[config.mk]
export PLATFORM = sky130hd
export DESIGN_NAME = hsv_to_rgb_dim_curve
export DESIGN_NICKNAME = d
export VERILOG_FILES = /design/src/hw/rtl/hsvd_pkg.sv /design/src/hw/rtl/hsv_to_rgb_dim_curve.sv /design/src/hw/rtl/hsvd_datapath.sv
export SDC_FILE = /design/constraint.sdc
export NUM_CORES = 1
export LEC_CHECK = 0
export ABC_AREA = 1
export ABC_CLOCK_PERIOD_IN_PS = 3900
export BUFFER_PORTS_ARGS = -buffer_cell sky130_fd_sc_hd__buf_2
export CAP_MARGIN = 25
export CORE_MARGIN = 3
export CORE_UTILIZATION = 50
export DETAILED_ROUTE_END_ITERATION = 16
export GPL_TIMING_DRIVEN = 0
export PLACE_DENSITY = 0.79
export SYNTH_ARGS = -nofsm -noshare
export SYNTH_HDL_FRONTEND = slang
export SYNTH_SLANG_ARGS = --single-unit
[constraint.sdc]
create_clock -name i_clk -period 3.9 [get_ports i_clk]
set_input_delay 0.585 -clock i_clk [delete_from_list [all_inputs] [get_ports i_clk]]
set_output_delay 0.585 -clock i_clk [all_outputs]
set_load 0.02 [all_outputs]
[src/hw/rtl/hsvd_pkg.sv]
// ============================================================================
// hsvd_pkg: shared types and constants for the HSV to RGB converter
// Payload structs, the perceptual dim curve table and pipeline sizing.
// ============================================================================
`default_nettype none

package hsvd_pkg;

    typedef logic [7:0] t_byte;

    // One input transaction: hue, saturation, value.
    typedef struct packed {
        t_byte hue;
        t_byte saturation;
        t_byte brightness;
    } t_hsv;

    // One result transaction.
    typedef struct packed {
        t_byte red;
        t_byte green;
        t_byte blue;
    } t_rgb;

    // Pipeline depth from accept to result strobe.
    localparam int unsigned PIPE_DEPTH = 4;

    // Exponential dim curve, index 0..255.
    localparam t_byte DIM_CURVE [0:255] = '{
          8'd0,   8'd1,   8'd1,   8'd2,   8'd2,   8'd2,   8'd2,   8'd2,
          8'd2,   8'd3,   8'd3,   8'd3,   8'd3,   8'd3,   8'd3,   8'd3,
          8'd3,   8'd3,   8'd3,   8'd3,   8'd3,   8'd3,   8'd3,   8'd4,
          8'd4,   8'd4,   8'd4,   8'd4,   8'd4,   8'd4,   8'd4,   8'd4,
          8'd4,   8'd4,   8'd4,   8'd5,   8'd5,   8'd5,   8'd5,   8'd5,
          8'd5,   8'd5,   8'd5,   8'd5,   8'd5,   8'd6,   8'd6,   8'd6,
          8'd6,   8'd6,   8'd6,   8'd6,   8'd6,   8'd7,   8'd7,   8'd7,
          8'd7,   8'd7,   8'd7,   8'd7,   8'd8,   8'd8,   8'd8,   8'd8,
          8'd8,   8'd8,   8'd9,   8'd9,   8'd9,   8'd9,   8'd9,   8'd9,
         8'd10,  8'd10,  8'd10,  8'd10,  8'd10,  8'd11,  8'd11,  8'd11,
         8'd11,  8'd11,  8'd12,  8'd12,  8'd12,  8'd12,  8'd12,  8'd13,
         8'd13,  8'd13,  8'd13,  8'd14,  8'd14,  8'd14,  8'd14,  8'd15,
         8'd15,  8'd15,  8'd16,  8'd16,  8'd16,  8'd16,  8'd17,  8'd17,
         8'd17,  8'd18,  8'd18,  8'd18,  8'd19,  8'd19,  8'd19,  8'd20,
         8'd20,  8'd20,  8'd21,  8'd21,  8'd22,  8'd22,  8'd22,  8'd23,
         8'd23,  8'd24,  8'd24,  8'd25,  8'd25,  8'd25,  8'd26,  8'd26,
         8'd27,  8'd27,  8'd28,  8'd28,  8'd29,  8'd29,  8'd30,  8'd30,
         8'd31,  8'd32,  8'd32,  8'd33,  8'd33,  8'd34,  8'd35,  8'd35,
         8'd36,  8'd36,  8'd37,  8'd38,  8'd38,  8'd39,  8'd40,  8'd40,
         8'd41,  8'd42,  8'd43,  8'd43,  8'd44,  8'd45,  8'd46,  8'd47,
         8'd48,  8'd48,  8'd49,  8'd50,  8'd51,  8'd52,  8'd53,  8'd54,
         8'd55,  8'd56,  8'd57,  8'd58,  8'd59,  8'd60,  8'd61,  8'd62,
         8'd63,  8'd64,  8'd65,  8'd66,  8'd68,  8'd69,  8'd70,  8'd71,
         8'd73,  8'd74,  8'd75,  8'd76,  8'd78,  8'd79,  8'd81,  8'd82,
         8'd83,  8'd85,  8'd86,  8'd88,  8'd90,  8'd91,  8'd93,  8'd94,
         8'd96,  8'd98,  8'd99, 8'd101, 8'd103, 8'd105, 8'd107, 8'd109,
        8'd110, 8'd112, 8'd114, 8'd116, 8'd118, 8'd121, 8'd123, 8'd125,
        8'd127, 8'd129, 8'd132, 8'd134, 8'd136, 8'd139, 8'd141, 8'd144,
        8'd146, 8'd149, 8'd151, 8'd154, 8'd157, 8'd159, 8'd162, 8'd165,
        8'd168, 8'd171, 8'd174, 8'd177, 8'd180, 8'd183, 8'd186, 8'd190,
        8'd193, 8'd196, 8'd200, 8'd203, 8'd207, 8'd211, 8'd214, 8'd218,
        8'd222, 8'd226, 8'd230, 8'd234, 8'd238, 8'd242, 8'd248, 8'd255
    };

endpackage

`default_nettype wire

[src/hw/rtl/hsv_to_rgb_dim_curve.sv]
// ============================================================================
// hsv_to_rgb_dim_curve: 8-bit HSV to RGB converter with perceptual dim curve
// Pipelined pixel converter with an APB control register.
// ============================================================================
// Usage:
//   Input channel: drive i_hsv and pulse start. A transaction is taken at
//   every rising edge with start high and busy low. busy is tied low, so a
//   new pixel can be taken every clock.
//   Result channel: o_rgb is valid for exactly one cycle, flagged by
//   o_result_valid. The receiver has no backpressure and must take it then.
//   The four register stages are curve lookup, V*(255-S) and V*S, the
//   16x8 ramp product and sector select. Throughput: 1 pixel per clock.
//   Results leave in input order.
//   Control: register 0 (byte address 0), bit 0 = dim_curve_enable. When set,
//   S becomes 255-curve[255-S] and V becomes curve[V] before conversion.
//   Write it only while no pixel is in flight. Addresses 1 to 3 alias
//   register 0; addresses 4 to 7 read as zero and ignore writes.
//   Reset (synchronous, active low): pipeline valids clear, so no stray
//   result strobe appears; dim_curve_enable returns to 1.
// ============================================================================
`default_nettype none

module hsv_to_rgb_dim_curve (
    input  wire logic           i_clk,
    input  wire logic           i_rst_n,
    // pixel in
    input  wire logic           start,
    output logic                busy,
    input  wire hsvd_pkg::t_hsv i_hsv,
    // pixel out
    output logic                o_result_valid,
    output hsvd_pkg::t_rgb      o_rgb,
    // APB control
    input  wire logic           psel,
    input  wire logic           penable,
    input  wire logic           pwrite,
    input  wire logic [2:0]     paddr,
    input  wire logic [31:0]    pwdata,
    output logic [31:0]         prdata,
    output logic                pready
);
    import hsvd_pkg::*;

    // Register index lives in paddr[2]; the low two bits are byte lanes.
    localparam logic REG_DIM_CURVE_EN = 1'b0;

    logic reg_idx;
    logic wr_en;
    logic r_dim_en, n_dim_en;
    logic accept;

    assign pready  = 1'b1;
    assign reg_idx = paddr[2];
    assign wr_en   = psel & penable & pwrite & pready;

    always_comb begin
        n_dim_en = r_dim_en;
        if (wr_en && reg_idx == REG_DIM_CURVE_EN) begin
            n_dim_en = pwdata[0];
        end
    end

    always_ff @(posedge i_clk) begin
        if (!i_rst_n) begin
            r_dim_en <= 1'b1;
        end else begin
            r_dim_en <= n_dim_en;
        end
    end

    always_comb begin
        prdata = '0;
        if (reg_idx == REG_DIM_CURVE_EN) begin
            prdata[0] = r_dim_en;
        end
    end

    // Fully pipelined: never refuses a transaction.
    assign busy   = 1'b0;
    assign accept = start & ~busy;

    hsvd_datapath u_datapath (
        .i_clk    (i_clk),
        .i_rst_n  (i_rst_n),
        .i_valid  (accept),
        .i_dim_en (r_dim_en),
        .i_hsv    (i_hsv),
        .o_valid  (o_result_valid),
        .o_rgb    (o_rgb)
    );

endmodule

`default_nettype wire

[src/hw/rtl/hsvd_datapath.sv]
// ============================================================================
// hsvd_datapath: four-stage HSV to RGB pipeline
// Curve shaping, products, ramp product, then sector select into the output.
// ============================================================================
`default_nettype none

module hsvd_datapath (
    input  wire logic          i_clk,
    input  wire logic          i_rst_n,
    input  wire logic          i_valid,
    input  wire logic          i_dim_en,
    input  wire hsvd_pkg::t_hsv i_hsv,
    output logic               o_valid,
    output hsvd_pkg::t_rgb     o_rgb
);
    import hsvd_pkg::*;

    // Hue sectors, each 60 degrees.
    localparam logic [2:0] SEC_RED     = 3'd0;
    localparam logic [2:0] SEC_YELLOW  = 3'd1;
    localparam logic [2:0] SEC_GREEN   = 3'd2;
    localparam logic [2:0] SEC_CYAN    = 3'd3;
    localparam logic [2:0] SEC_BLUE    = 3'd4;
    localparam logic [2:0] SEC_MAGENTA = 3'd5;

    // ---- stage 1: curve shaping, hue split
    logic        n_vld1;
    logic [2:0]  n_sec1;
    t_byte       n_t1, n_sat1, n_val1;
    logic [10:0] hue6;

    logic        r_vld1;
    logic [2:0]  r_sec1;
    t_byte       r_t1, r_sat1, r_val1;

    always_comb begin
        hue6   = {1'b0, i_hsv.hue, 2'b00} + {2'b00, i_hsv.hue, 1'b0};
        n_vld1 = i_valid;
        n_sec1 = hue6[10:8];
        n_t1   = hue6[7:0];
        if (i_dim_en) begin
            n_sat1 = 8'hff - DIM_CURVE[8'hff - i_hsv.saturation];
            n_val1 = DIM_CURVE[i_hsv.brightness];
        end else begin
            n_sat1 = i_hsv.saturation;
            n_val1 = i_hsv.brightness;
        end
    end

    always_ff @(posedge i_clk) begin
        if (!i_rst_n) begin
            r_vld1 <= 1'b0;
        end else begin
            r_vld1 <= n_vld1;
        end
        r_sec1 <= n_sec1;
        r_t1   <= n_t1;
        r_sat1 <= n_sat1;
        r_val1 <= n_val1;
    end

    // ---- stage 2: V*(255-S) and V*S
    logic [15:0] prod_low, n_vs2;
    logic        r_vld2;
    logic [2:0]  r_sec2;
    t_byte       r_t2, r_val2, r_lower2;
    logic [15:0] r_vs2;
    t_byte       sat_inv;

    always_comb begin
        sat_inv  = 8'hff - r_sat1;
        prod_low = {8'h00, r_val1} * {8'h00, sat_inv};
        n_vs2    = {8'h00, r_val1} * {8'h00, r_sat1};
    end

    always_ff @(posedge i_clk) begin
        if (!i_rst_n) begin
            r_vld2 <= 1'b0;
        end else begin
            r_vld2 <= r_vld1;
        end
        r_sec2   <= r_sec1;
        r_t2     <= r_t1;
        r_val2   <= r_val1;
        r_lower2 <= prod_low[15:8];
        r_vs2    <= n_vs2;
    end

    // ---- stage 3: ramp = V*S*t >> 16
    logic [23:0] prod_ramp;
    logic        r_vld3;
    logic [2:0]  r_sec3;
    t_byte       r_val3, r_lower3, r_ramp3;

    assign prod_ramp = {8'h00, r_vs2} * {16'h0000, r_t2};

    always_ff @(posedge i_clk) begin
        if (!i_rst_n) begin
            r_vld3 <= 1'b0;
        end else begin
            r_vld3 <= r_vld2;
        end
        r_sec3   <= r_sec2;
        r_val3   <= r_val2;
        r_lower3 <= r_lower2;
        r_ramp3  <= prod_ramp[23:16];
    end

    // ---- stage 4: sector select
    t_byte up, down;
    t_rgb  n_rgb;
    logic  r_vld4;
    t_rgb  r_rgb4;

    always_comb begin
        up   = r_lower3 + r_ramp3;   // never exceeds V
        down = r_val3 - r_ramp3;
        case (r_sec3)
            SEC_RED:     n_rgb = '{red: r_val3,   green: up,       blue: r_lower3};
            SEC_YELLOW:  n_rgb = '{red: down,     green: r_val3,   blue: r_lower3};
            SEC_GREEN:   n_rgb = '{red: r_lower3, green: r_val3,   blue: up};
            SEC_CYAN:    n_rgb = '{red: r_lower3, green: down,     blue: r_val3};
            SEC_BLUE:    n_rgb = '{red: up,       green: r_lower3, blue: r_val3};
            SEC_MAGENTA: n_rgb = '{red: r_val3,   green: r_lower3, blue: down};
            default:     n_rgb = '{red: r_val3,   green: r_lower3, blue: down};
        endcase
    end

    always_ff @(posedge i_clk) begin
        if (!i_rst_n) begin
            r_vld4 <= 1'b0;
        end else begin
            r_vld4 <= r_vld3;
        end
        r_rgb4 <= n_rgb;
    end

    assign o_valid = r_vld4;
    assign o_rgb   = r_rgb4;

    // ---- assertions
    a_vld_stage2: assert property (@(posedge i_clk) disable iff (!i_rst_n)
        r_vld2 == ($past(r_vld1) && $past(i_rst_n)))
        else $error("stage 2 valid lost or invented");

    a_vld_out: assert property (@(posedge i_clk) disable iff (!i_rst_n)
        r_vld4 == ($past(r_vld3) && $past(i_rst_n)))
        else $error("output strobe does not follow stage 3");

    a_ramp_bound: assert property (@(posedge i_clk) disable iff (!i_rst_n)
        r_vld3 |-> (({1'b0, r_lower3} + {1'b0, r_ramp3}) <= {1'b0, r_val3}))
        else $error("lower plus ramp exceeds value");

    a_sector_range: assert property (@(posedge i_clk) disable iff (!i_rst_n)
        r_vld1 |-> (r_sec1 <= SEC_MAGENTA))
        else $error("hue sector out of range");

endmodule

`default_nettype wire
==> flow_summary.json, run 1 <==
{
  "status": "finished, violations left",
  "violations": "negative setup slack",
  "synth_cell_types": 55,
  "grt_pass1_wl_um": 74200,
  "hp-start": "i_hsv[16]",
  "die_h_um": 182,
  "drt_iter0_drc": 1474,
  "crit_type": "flip-flop to flip-flop",
  "synthesis.area_mm2": 0.0154,
  "clockBufferDepth": 2,
  "clk_pin_slew_ns": 0.06,
  "reg2reg_setup_slack_ns": -0.27,
  "yosysTopAreaCellShare_pct": 18.6,
  "ys_seq_area_share_pct": 16.1,
  "fp.dieW_um": 182,
  "drv_slew": 0,
  "cts_root_buf": "clkbuf_16",
  "cts.sinks": 124,
  "fin_ws_ns": -0.274,
  "grt.overflow.total": 0,
  "io_pins": 124,
  "diodes": 0,
  "top_usage_layer": "met2",
  "use_met2_pct": 47.5,
  "numPortBuffers": 54,
  "synth-simple-area-share_pct": 24.4,
  "hold_viol_final": 0,
  "drc": 0,
  "dpl_worst_slack_ns": -0.508,
  "crit_arrival_ns": 4.48,
  "wire_per_inst_um": 17.1,
  "drv_cap": 0,
  "grt_pass1_vias": 15518,
  "worstHoldEndpoint": "u_datapath.r_t1[1]",
  "final_area_mm2": 0.0186,
  "syn_inst": 2184,
  "worstMarginPinSlew_ns": 0.669,
  "worstPathRequired_ns": 4.21,
  "start_kind": "flip-flop",
  "reg2regPathDepth": 17,
  "drtAntennaViolNets": 0,
  "met1_usage_pct": 32.2,
  "fin_crit_sh_pct": 107,
  "maxSlewHeadroom_pct": 55.2,
  "dr.pass1.iters": 8,
  "insertion_delay_ns": 0.43,
  "rr_startpoint": "u_datapath.r_t2[6]",
  "hold-path-cell-count": 1,
  "critPathCaptureType": "flip-flop",
  "ctsHoldBuffers": 0,
  "dieArea_mm2": 0.0330,
  "synth-compound-area-share_pct": 10.2,
  "postSynthAreaPerCell_um2": 7.05,
  "drt-total-wl_um": 47000,
  "hpwl_um": 32600,
  "r2r_end": "u_datapath.r_ramp3[5]",
  "fin_nets": 2719,
  "synth-xor-area-share_pct": 1.99,
  "cts_tree": "yes",
  "coreArea_mm2": 0.0300,
  "rsz0062_at_grt": "true",
  "yosysTopAreaCell": "fa_1",
  "row_count": 63,
  "synthToLayoutAreaGrowth_pct": 20.6,
  "gp_congestion": 1.03,
  "critPathMaxFanout": 5,
  "clock.fmax_mhz": 240,
  "num_vias": 15368,
  "muxShareOfSynthArea_pct": 0,
  "vias_per_cell": 5.59,
  "grt_max_degree": 17,
  "min_period_ns": 4.17,
  "grt.total_usage_pct": 27.2,
  "finClkSkew_ns": 0.0137,
  "place_area_mm2": 0.0164,
  "netlist_top_cells_area": "fa_1 19%, dfxtp_1 16%, nand2_1 14%, ha_1 13%, inv_1 11%",
  "async_flop_share_pct": 0,
  "synth_seq_cells": 124,
  "synth_warnings": 0,
  "cts-htree-levels": 4,
  "synth_top_family_by_area": "adder cells",
  "synth_common_cells": "559 x nand2_1, 445 x inv_1, 165 x ha_1",
  "use_met3_pct": 4.63,
  "setup_viol": 9,
  "synth_most_common_cell": "nand2_1",
  "start_util_pct": 51.3,
  "grt_antenna_before_repair": 0,
  "layout-drive-gt1-share_pct": 20.6,
  "synthAdderAreaFrac_pct": 32.0,
  "hold_class": "input port to flip-flop",
  "synth_edf_count": 0,
  "setup_tns_ns": -1.41,
  "cts_inserted_buffers": 17,
  "synth_top_flop_cell": "dfxtp_1"
}
## flip-flops by register name, indices dropped and copies added (netlist names)
register,count
u_datapath.o_valid,1
u_datapath.r_val2,8
u_datapath.r_t1,7
u_datapath.r_ramp3,8
u_datapath.r_lower2,8
u_datapath.r_vld1,1
u_datapath.r_vld3,1
u_datapath.r_vs2,16
r_dim_en,1
u_datapath.r_t2,7
u_datapath.r_sec3,3
u_datapath.r_lower3,8
u_datapath.r_sat1,8
u_datapath.r_sec2,3
u_datapath.r_val1,8
u_datapath.r_val3,8
u_datapath.r_sec1,3
u_datapath.o_rgb,24
u_datapath.r_vld2,1
## through the flow
stage                     cells  util [%]  hold slack, ns
final                      2749      61.9           0.289
after floorplan            2215         -           0.310
after detailed placement   2659      54.6           0.312
after global placement     2659      54.6           0.311
after global routing       2749      61.9           0.284
after CTS                  2734      60.2           0.271
## critical path, cell delays in order, from the launching register on
cell and delay (ns):
dfxtp_2 0.31, clkbuf_8 0.15, clkbuf_16 0.16, nand2_2 0.06, inv_2 0.04, fa_1 0.51
fa_1 0.45, fa_1 0.57, inv_2 0.04, fa_1 0.53, inv_2 0.06, ha_4 0.25
a21o_4 0.22, a21boi_2 0.17, nor2_1 0.08, nor3_1 0.17, nand3_1 0.12, xor2_1 0.16
## final cells by class
cell class	instances	area, µm²
Buffer	93	881
Clock buffer	17	425
Clock inverter	15	171
Fill cell	2444	11400
Inverter	461	1750
Multi-Input combinational cell	1530	11500
Sequential cell	124	2560
Tap cell	390	488
Timing Repair Buffer	119	810
## how the worst max path moves through the flow
stage,start,end,slack [ns],cells past startpoint
after detailed placement,u_datapath.r_t2[6],u_datapath.r_ramp3[7],-0.51,19
final,u_datapath.r_t2[6],u_datapath.r_ramp3[5],-0.27,17
after floorplan,u_datapath.r_t2[7],u_datapath.r_ramp3[5],-0.006,18
after CTS,u_datapath.r_t2[6],u_datapath.r_ramp3[5],-0.09,17
after global routing,u_datapath.r_t2[6],u_datapath.r_ramp3[5],-0.36,18
after global placement,u_datapath.r_t2[6],u_datapath.r_ramp3[7],-0.48,19
## kinds of logic after synthesis
logic type	after synthesis
other	2
XOR/XNOR	35
AND/OR/NAND/NOR	887
AO/OA/AOI/OAI	267
buffers and inverters	561
flip-flops	124
adder cells (fa/ha/maj)	308
## placed cells by master (no fill, tap or decap), drive strengths merged, types with 24 or more instances in the layout
master  Yosys  routed
inv       460     468
conb        2      33
ha        165     165
dfxtp     124     124
nor2      142     142
clkbuf     36      37
o21ai      89      89
xor2       24      24
fa        143     143
nand4      24      24
a21oi      96      96
nand2     576     576
buf        64     192
nand3     121     121
## what timing repair did
action	4_1_cts	5_1_grt
cloned	2	1
setup endpoints to repair	25	20
gates resized for setup	196	135
pin swaps	100	61
endpoints found under the hold margin	0	0
buffers inserted	42	20
## per-layer routing
metal  vias up  part of all wire, %
met3       263                  8.4
met4         0                  5.6
li1       7052                    -
met1      7097                   37
met2       956                   49
met5         -                    0
Power of run 1 is left out: the tool's default activity adds up to more than one toggle a clock period on the data nets, which glitch-free logic cannot reach.
==> inputs of run 2 (changes only) <==
--- a/config.mk
+++ b/config.mk
@@ -14,6 +14,7 @@
 export DETAILED_ROUTE_END_ITERATION = 16
 export GPL_TIMING_DRIVEN = 0
 export PLACE_DENSITY = 0.79
+export RECOVER_POWER = 100
 export SYNTH_ARGS = -nofsm -noshare
 export SYNTH_HDL_FRONTEND = slang
 export SYNTH_SLANG_ARGS = --single-unit
==> flow_summary.json, run 2 (synthesis results as in run 1) <==
{
  "drc": 0,
  "grt_antenna_before_repair": 0,
  "drv_slew": 0,
  "min_period_ns": 4.16,
  "start_util_pct": 51.3,
  "setup_tns_ns": -2.23,
  "worstPathRequired_ns": 4.22,
  "fillerInstances": 2480,
  "rr_startpoint": "u_datapath.r_t2[4]",
  "clock.fmax_mhz": 240,
  "drtAntennaViolNets": 0,
  "violations": "negative setup slack",
  "wire_per_inst_um": 17.1,
  "hpwl_um": 32600,
  "grt_max_degree": 17,
  "ctsHoldBuffers": 0,
  "diodes": 0,
  "grt.total_usage_pct": 27.2,
  "row_count": 63,
  "insertion_delay_ns": 0.44,
  "r2r_end": "u_datapath.r_ramp3[6]",
  "clk_pin_slew_ns": 0.06,
  "fin_crit_sh_pct": 107,
  "cts.sinks": 124,
  "status": "finished, violations left",
  "finClkSkew_ns": 0.0140,
  "critPathCaptureType": "flip-flop",
  "gp_congestion": 1.03,
  "grt_pass1_wl_um": 74200,
  "dieArea_mm2": 0.0330,
  "critPathMaxFanout": 4,
  "critical_path.endpoint": "u_datapath.r_ramp3[6]",
  "grt.overflow.total": 0,
  "clockBufferDepth": 2,
  "hold-path-cell-count": 1,
  "seq_area_mm2": 0.00254,
  "drt_iter0_drc": 1388,
  "fp.dieW_um": 182,
  "die_h_um": 182,
  "cts-htree-levels": 4,
  "crit_arrival_ns": 4.48,
  "hold_viol_final": 0,
  "worstMarginPinSlew_ns": 0.916,
  "reg2regPathDepth": 17,
  "setup_viol": 18,
  "cts_inserted_buffers": 17,
  "reg2reg_setup_slack_ns": -0.26,
  "final_common_cell": "nand2_1",
  "top_usage_layer": "met2",
  "maxSlewHeadroom_pct": 38.7,
  "rsz0062_at_grt": "true",
  "largest_reg_flops": 24,
  "cts_tree": "yes",
  "drv_cap": 0,
  "numPortBuffers": 54,
  "use_met3_pct": 4.63,
  "hold_class": "input port to flip-flop",
  "io_pins": 124,
  "fin_ws_ns": -0.262,
  "num_vias": 15284,
  "layout-drive-gt1-share_pct": 18.4,
  "start_kind": "flip-flop",
  "drt-total-wl_um": 46900,
  "multiInputGateArea_mm2": 0.0114,
  "fin_nets": 2719,
  "coreArea_mm2": 0.0300,
  "mostFrequentLayoutCells": "526 x nand2_1, 412 x inv_1, 142 x ha_1",
  "crit_type": "flip-flop to flip-flop",
  "cts_root_buf": "clkbuf_16",
  "crit_start": "u_datapath.r_t2[4]",
  "use_met2_pct": 47.5,
  "vias_per_cell": 5.56,
  "met1_usage_pct": 32.2,
  "grt_pass1_vias": 15518,
  "dr.pass1.iters": 12,
  "synthToLayoutAreaGrowth_pct": 19.7
}
run 2: cell type report:
cell class / count / share of cell area (%)
Multi-Input combinational cell: 1530 / 62.0
Inverter: 461 / 9.49
Sequential cell: 124 / 13.7
Timing Repair Buffer: 119 / 4.14
Buffer: 93 / 4.73
Clock buffer: 17 / 2.31
Clock inverter: 15 / 0.929
Tap cell: 390 / 2.64
run 2: through the flow:
stage | setup slack [ns] | std cells | hold slack (ns) | utilization [%] | cell area [µm²]
global route | -0.361 | 2749 | 0.316 | 61.4 | 18500
detailed placement | -0.508 | 2659 | 0.312 | 54.6 | 16400
finish | -0.262 | 2749 | 0.318 | 61.4 | 18500
floorplan | -0.00630 | 2215 | 0.310 | - | 15600
CTS | -0.0939 | 2734 | 0.271 | 60.2 | 18100
global placement | -0.477 | 2659 | 0.311 | 54.6 | 16400
run 2: worst max-delay path, stage by stage, from the launching register on:
cell and delay, ns:
dfxtp_4 0.38, clkbuf_16 0.16, buf_4 0.14, nand2_2 0.05
inv_2 0.04, fa_1 0.52, fa_1 0.44, fa_1 0.51
inv_2 0.04, fa_1 0.53, inv_2 0.06, ha_4 0.26
a21oi_4 0.17, a21boi_2 0.20, nor2_1 0.07, o21ai_1 0.17
nand3_1 0.14, xor2_1 0.16
run 2: worst min path at each step:
stage / startpoint / to / slack (ns)
after floorplan: u_datapath.r_lower2[0] / u_datapath.r_lower3[0] / 0.31
after global placement: u_datapath.r_val2[1] / u_datapath.r_val3[1] / 0.31
after detailed placement: u_datapath.r_t1[1] / u_datapath.r_t2[1] / 0.31
after CTS: i_hsv[16] / u_datapath.r_t1[1] / 0.27
after global routing: i_hsv[16] / u_datapath.r_t1[1] / 0.32
final: i_hsv[16] / u_datapath.r_t1[1] / 0.32
run 2: metal layers:
layer  routed length [µm]  vias up
li1                     -     7038
met1                17400     7136
met2                23300      870
met3                 3750      240
met4                 2450        0
met5                    0        -
run 2: repair_timing:
item,CTS,global route
buffers inserted,42,20
setup endpoints to repair,25,20
resized for setup,196,135
pin swaps,100,61
cloned,2,1
Power of run 2 is left out for the same reason.
